## config.mk

```make
export PLATFORM = sky130hd
export DESIGN_NAME = gtq_ctrl
export DESIGN_NICKNAME = d
export VERILOG_FILES = /design/src/hdl/gtq_pkg.sv /design/src/hdl/gtq_ctrl.sv
export SDC_FILE = /design/constraint.sdc
export NUM_CORES = 1
export LEC_CHECK = 0
export ABC_AREA = 0
export BUFFER_PORTS_ARGS = -buffer_cell sky130_fd_sc_hd__buf_4
export CAP_MARGIN = 20
export CELL_PAD_IN_SITES_DETAIL_PLACEMENT = 0
export CELL_PAD_IN_SITES_GLOBAL_PLACEMENT = 1
export CORE_MARGIN = 4
export CORE_UTILIZATION = 30
export CTS_CLUSTER_SIZE = 30
export DETAILED_ROUTE_END_ITERATION = 16
export HOLD_SLACK_MARGIN = 0.06
export MAX_ROUTING_LAYER = met4
export PLACE_DENSITY_LB_ADDON = 0.15
export SLEW_MARGIN = 15
export SYNTH_ARGS = -nofsm -noshare
export SYNTH_HDL_FRONTEND = slang
export SYNTH_SLANG_ARGS = --single-unit
```

## constraint.sdc

```tcl
create_clock -name clk -period 3.45 [get_ports clk]
set_clock_uncertainty 0.05 [all_clocks]
set_input_delay 0.69 -clock clk [delete_from_list [all_inputs] [get_ports clk]]
set_output_delay 0.69 -clock clk [all_outputs]
set_load 0.005 [all_outputs]
```

## src/hdl/gtq_pkg.sv

```systemverilog
`timescale 1ns / 1ps
// ----------------------------------------------------------------------------
// Grouped team queue package
// Sizes, command and status codes, and the types shared by the controller,
// the datapath and the top level.
// ----------------------------------------------------------------------------
package gtq_pkg;

	// Pool and team sizes.
	localparam int CAPACITY   = 1024;
	localparam int TEAMS      = 1024;
	localparam int VALUE_BITS = 20;

	localparam int NODE_W = $clog2(CAPACITY);
	localparam int TEAM_W = $clog2(TEAMS);
	localparam int CNT_W  = $clog2(CAPACITY + 1);

	// Command codes.
	localparam logic [1:0] CMD_ENQ   = 2'd0;
	localparam logic [1:0] CMD_DEQ   = 2'd1;
	localparam logic [1:0] CMD_CLEAR = 2'd2;

	// Status codes.
	localparam logic [1:0] ST_OK    = 2'd0;
	localparam logic [1:0] ST_EMPTY = 2'd1;
	localparam logic [1:0] ST_FULL  = 2'd2;

	// One input item.
	typedef struct packed {
		logic [1:0]  command;
		logic [19:0] value;
		logic [9:0]  team;
	} item_t;

	// One result item.
	typedef struct packed {
		logic [19:0] out_value;
		logic [1:0]  status;
	} result_t;

	// One entry of the team table: present mark and tail node.
	typedef struct packed {
		logic              present;
		logic [NODE_W-1:0] tail;
	} team_entry_t;

	// Step commands from the controller to the datapath.
	typedef struct packed {
		logic       load_item;
		logic       enq_rd;
		logic       enq_alloc;
		logic       enq_link_new;
		logic       enq_link_prev;
		logic       deq_rd;
		logic       deq_unlink;
		logic       deq_team;
		logic       clr_init;
		logic       clr_step;
		logic       res_valid;
		logic       res_take_value;
		logic [1:0] res_status;
	} ctrl_cmd_t;

	// Status from the datapath to the controller.
	typedef struct packed {
		logic full;
		logic empty;
		logic sweep_last;
	} dp_sts_t;

endpackage

```

## src/hdl/gtq_ctrl.sv

```systemverilog
`timescale 1ns / 1ps
// ----------------------------------------------------------------------------
// Grouped team queue controller
// State machine that sequences the memory steps of enqueue, dequeue and the
// team table clearing pass, and issues the result strobe.
// ----------------------------------------------------------------------------
module gtq_ctrl (
	input  logic               clk,
	input  logic               arst_n,
	input  logic               start,
	input  logic [1:0]         command,
	input  gtq_pkg::dp_sts_t   sts,
	output logic               busy,
	output gtq_pkg::ctrl_cmd_t cmd
);
	import gtq_pkg::*;

	localparam logic [3:0] S_IDLE  = 4'd0;
	localparam logic [3:0] S_ENQ_A = 4'd1;
	localparam logic [3:0] S_ENQ_B = 4'd2;
	localparam logic [3:0] S_ENQ_C = 4'd3;
	localparam logic [3:0] S_ENQ_D = 4'd4;
	localparam logic [3:0] S_DEQ_A = 4'd5;
	localparam logic [3:0] S_DEQ_B = 4'd6;
	localparam logic [3:0] S_DEQ_C = 4'd7;
	localparam logic [3:0] S_CLEAR = 4'd8;

	logic [3:0] state_q;
	logic [3:0] state_d;

	// Next state and step commands.
	always_comb begin
		cmd     = '0;
		state_d = state_q;
		unique case (state_q)
			S_IDLE: begin
				if (start) begin
					unique case (command)
						CMD_ENQ: begin
							if (sts.full) begin
								cmd.res_valid  = 1'b1;
								cmd.res_status = ST_FULL;
							end else begin
								cmd.load_item = 1'b1;
								state_d       = S_ENQ_A;
							end
						end
						CMD_DEQ: begin
							if (sts.empty) begin
								cmd.res_valid  = 1'b1;
								cmd.res_status = ST_EMPTY;
							end else begin
								state_d = S_DEQ_A;
							end
						end
						CMD_CLEAR: begin
							cmd.clr_init   = 1'b1;
							cmd.res_valid  = 1'b1;
							cmd.res_status = ST_OK;
							state_d        = S_CLEAR;
						end
						default: begin
							cmd.res_valid  = 1'b1;
							cmd.res_status = ST_OK;
						end
					endcase
				end
			end
			S_ENQ_A: begin
				cmd.enq_rd = 1'b1;
				state_d    = S_ENQ_B;
			end
			S_ENQ_B: begin
				cmd.enq_alloc = 1'b1;
				state_d       = S_ENQ_C;
			end
			S_ENQ_C: begin
				cmd.enq_link_new = 1'b1;
				state_d          = S_ENQ_D;
			end
			S_ENQ_D: begin
				cmd.enq_link_prev = 1'b1;
				cmd.res_valid     = 1'b1;
				cmd.res_status    = ST_OK;
				state_d           = S_IDLE;
			end
			S_DEQ_A: begin
				cmd.deq_rd = 1'b1;
				state_d    = S_DEQ_B;
			end
			S_DEQ_B: begin
				cmd.deq_unlink = 1'b1;
				state_d        = S_DEQ_C;
			end
			S_DEQ_C: begin
				cmd.deq_team       = 1'b1;
				cmd.res_valid      = 1'b1;
				cmd.res_take_value = 1'b1;
				cmd.res_status     = ST_OK;
				state_d            = S_IDLE;
			end
			S_CLEAR: begin
				cmd.clr_step = 1'b1;
				if (sts.sweep_last) begin
					state_d = S_IDLE;
				end
			end
			default: begin
				state_d = S_IDLE;
			end
		endcase
	end

	// State register; reset starts the team table clearing pass.
	always_ff @(posedge clk or negedge arst_n) begin
		if (!arst_n) begin
			state_q <= S_CLEAR;
		end else begin
			state_q <= state_d;
		end
	end

	assign busy = (state_q != S_IDLE);

endmodule

```

# Word-level counts from Yosys, hierarchy flattened
# Index checks and enable logic that the tools add are counted.
# Widths: inputs -> output; s select.
totals:
  latch_bits: 0
  output_inout_bits: 15
  inputBits: 8
  mem_bits_ro: 0
  ramBits: 0
  memories: 0
  ff_bits: 4
  word_cells: 52
op_classes:
  bitwise: 0
  n_mux: 31
  n_div: 0
  multipliers: 0
  n_lt_le_gt_ge: 0
  n_reduce_logical: 5
  n_shift: 0
  n_addsub: 0
  n_eq_ne: 15
op_table:
  columns: ["operator", "count"]
  rows:
  - ["$pmux 4 s7", 1]
  - ["$mux 1", 19]
  - ["$eq 4x3->1 const B", 4]
  - ["$mux 4", 4]
  - ["$pmux 4 s3", 1]
  - ["$eq 4x2->1 const B", 2]
  - ["$mux 2", 3]
  - ["$ne 3x3->1 const B", 2]
  - ["$reduce_and 5->1", 1]
  - ["$eq 4x1->1 const B", 1]
  - ["$eq 4x4->1 const B", 1]
  - ["$logic_not 4->1", 1]
  - ["$ne 2x2->1 const B", 2]
  - ["$ne 4x1->1 const B", 1]
  - ["$pmux 1 s2", 2]
  - ["$pmux 2 s2", 1]
  - ["$reduce_bool 4->1", 1]
  - ["$eq 2x1->1 const B", 1]
  - ["$eq 2x2->1 const B", 1]
  - ["$logic_not 2->1", 1]
  - ["$reduce_or 2->1", 1]

# Depth between registers and ports, before layout
depth:
  word_depth: 4
  ltp_mapped: 4
  mapped_depth_nobuf: 3

# Worst setup path before layout
# Ideal clock, no wire load.
synth_timing:
  path_type: "in2out"
  from: "in start"
  to: "out cmd[5] (netlist bit)"
  required_ps: 2710
  path_stages: 3
  path_buffers: 0
  slack_ps: 1534
  arrival_ps: 1176
  path_cell_list: "nor2b_1 > nand3b_1 > nor4_1"
synth_lines:
  columns: ["item", "line", "rtl"]
  rows:
  - ["start, declared", "gtq_ctrl.sv:10", "input logic start,"]
  - ["end, declared", "gtq_ctrl.sv:14", "output gtq_pkg::ctrl_cmd_t cmd"]

==> flow_metrics.env <==
export IMPL_status="finished clean"
export IMPL_post_cts_buffers=0
export IMPL_reg2regPathDepth=3
export IMPL_clkPwrFrac_pct=17.0
export IMPL_synth_common_cells="nor2_1, nor3_1, nand2_1, nand2b_1"
export IMPL_area_delta_synth_final_pct=41.4
export IMPL_start_kind="register"
export IMPL_grt_pass1_wl_mm=1.44
export IMPL_path_max_fanout=11
export IMPL_wirelength_um=981
export IMPL_grtUsageTotal_pct=10.8
export IMPL_yosysUniqueCellTypes=23
export IMPL_antenna_cells=0
export IMPL_cap_violations=0
export IMPL_cts_hold_buf=0
export IMPL_cp_end_kind="output port"
export IMPL_rsz0062_at_grt="false"
export IMPL_fin_ws_ns=1.12
export IMPL_antenna_found_initial=0
export IMPL_ir_drop_mv=0.359
export IMPL_p_leak_nw=0.245
export IMPL_regArea_um2=101
export IMPL_place_area_um2=542
export IMPL_htree_levels=1
export IMPL_path_clk_slew_ns=0.05
export IMPL_fillers=122
export IMPL_post_cts_resize_count=0
export IMPL_hp_class="primary input to async pin"
export IMPL_grt_pass1_vias=340
export IMPL_yosysMostFrequentCell="nor2_1"
export IMPL_core_area_um2=1190
export IMPL_ant_nets=0
export IMPL_internal_power_w=0.000228
export IMPL_cts_max_path_buffers=2
export IMPL_yosys_area_top_type="dfrtp_1"
export IMPL_top_register="state_q"
export IMPL_die_h_um=44.6
export IMPL_dieArea_um2=1990
export IMPL_p_sw_w=0.000175
export IMPL_netlist_area_um2=402
export IMPL_max_clock_freq_ghz=0.430
export IMPL_hold_viol=0
export IMPL_nNetsFinal=75
export IMPL_slew_headroom_pct=67.9
export IMPL_ys_ff_latch=4
export IMPL_setup_viol=0
export IMPL_cp_arrival_ns=1.59
export IMPL_die_w_um=44.6
export IMPL_cts_sinks=4
export IMPL_io_pin_count=23
export IMPL_synth_top_flop_cell="dfrtp_1"
export IMPL_io_buffers=22
export IMPL_fin_crit_sh_pct=67.4
export IMPL_power_density_nw_per_um2=710
export IMPL_pre_cts_ws_ns=1.24
export IMPL_p_seq_share_pct=32.5
export IMPL_ys_seq_area_share_pct=25.2
export IMPL_worst_pin_slew_ns=0.482
export IMPL_place_congestion=0.694
export IMPL_cp_required_ns=2.71
export IMPL_overflow=0
export IMPL_cts_inserted_buffers=3
export IMPL_dr_pass1_iters=1
export IMPL_row_count=12
export IMPL_setup_tns_final_ns=0
export IMPL_grtUsageMet2_pct=13.2
export IMPL_multi_input_area_um2=258
export IMPL_busiest_layer="met1"
export IMPL_grt_max_degree=13
export IMPL_top_regs="state_q (4)"
export IMPL_synth_edff_count=0
export IMPL_syn_inst=45
export IMPL_drtIter0Drc=0
export IMPL_synth_net_count=53
export IMPL_grt_use_met1_pct=13.4
export IMPL_whs_ns=0.173
export IMPL_largest_reg_flops=4
export IMPL_period_needed_ns=2.33
export IMPL_vias=392
export IMPL_cts_tree="built"
export IMPL_grtUsageMet3_pct=5.28
export IMPL_clock_latency_ns=0.25
export IMPL_avgSynthCellArea_um2=8.93
export IMPL_viasPerCell=4.90
export IMPL_synth_top_area_share_pct=18.7
export IMPL_synth_area_leaders="dfrtp_1, dfstp_2, nand2b_1"
export IMPL_initial_core_util_pct=33.9
export IMPL_yosysWarningCount=0
export IMPL_wl_per_cell_um=12.3
export IMPL_p_sw_share_pct=43.4
export IMPL_drc=0
export IMPL_fin_area_um2=568
export IMPL_hpwl_um=746
export IMPL_clock_root_buffer="clkbuf_4"
export IMPL_setup_worst_path_class="register to output port"
export IMPL_async_reset_ff_share_pct=100
export IMPL_drive_gt1_share_pct=47.0
export IMPL_comb_power_share_pct=50.5
export IMPL_maxSlewViolCount=0
-- power by group through the flow --
stage	clock [W]	combinational (W)	sequential, W
5_1_grt	0.0000772	0.000222	0.000139
3_5_place_dp	0	0.000207	0.000132
6_report	0.0000686	0.000204	0.000131
2_1_floorplan	0	0.000187	0.0000808
4_1_cts	0.0000709	0.000208	0.000131
3_3_place_gp	0	0.000207	0.000133
-- metrics by stage --
step / util [%] / cells / total power (W)
global placement: 45.7 / 76 / 0.000339
finish: 47.9 / 80 / 0.000403
CTS: 47.9 / 80 / 0.000410
floorplan: - / 45 / 0.000267
global route: 47.9 / 80 / 0.000438
detailed placement: 45.7 / 76 / 0.000339
-- cell type report --
type	instances	share of cell area, %
Multi-Input combinational cell	36	45.4
Clock buffer	4	4.63
Tap cell	14	3.08
Timing Repair Buffer	22	29.1
Sequential cell	4	17.8
-- final timing paths --
path,startpoint,end,slack [ns]
min in group clk,state_q[3],state_q[1],0.54
max,state_q[3],cmd[3],1.12
min reg2reg,state_q[3],state_q[1],0.54
max reg2reg,state_q[0],state_q[2],2.10
min,arst_n,state_q[0],0.17
max in group asynchronous,arst_n,state_q[3],2.98
-- logic make-up after synthesis --
family          count (synthesis)  synth area share [%]
compound gates                  6                  14.6
flops                           4                  25.2
simple gates                   29                  47.3
buf+inv                         5                  10.6
xor+xnor                        1                  2.18
-- critical path, stage by stage, from the launching register on --
cell	delay [ns]
dfstp_2	0.64
nand2b_4	0.18
nor2_1	0.08
a311o_1	0.31
buf_4	0.14
-- routing by layer --
metal	part of all wire (%)	vias up
li1	-	202
met1	44	170
met2	45	20
met3	11	0
met4	0	0
met5	0	-
-- placed cells by master (no fill, tap or decap) --
master     count
nand2b_1       4
a2111oi_2      1
nand2b_4       1
clkbuf_1       1
nor4b_1        1
nand2_1        4
a221oi_2       1
clkbuf_4       3
dfrtp_1        3
nor4b_4        1
dfstp_2        1
xnor2_1        1
nand3b_1       3
nor2_1         6
o32ai_1        1
buf_4         22
nand4b_1       1
nor4_1         1
a311o_1        1
a21oi_1        2
nor3_1         5
nor3b_2        1
nor2b_1        1
No activity file was read; power rests on OpenSTA's default activity.
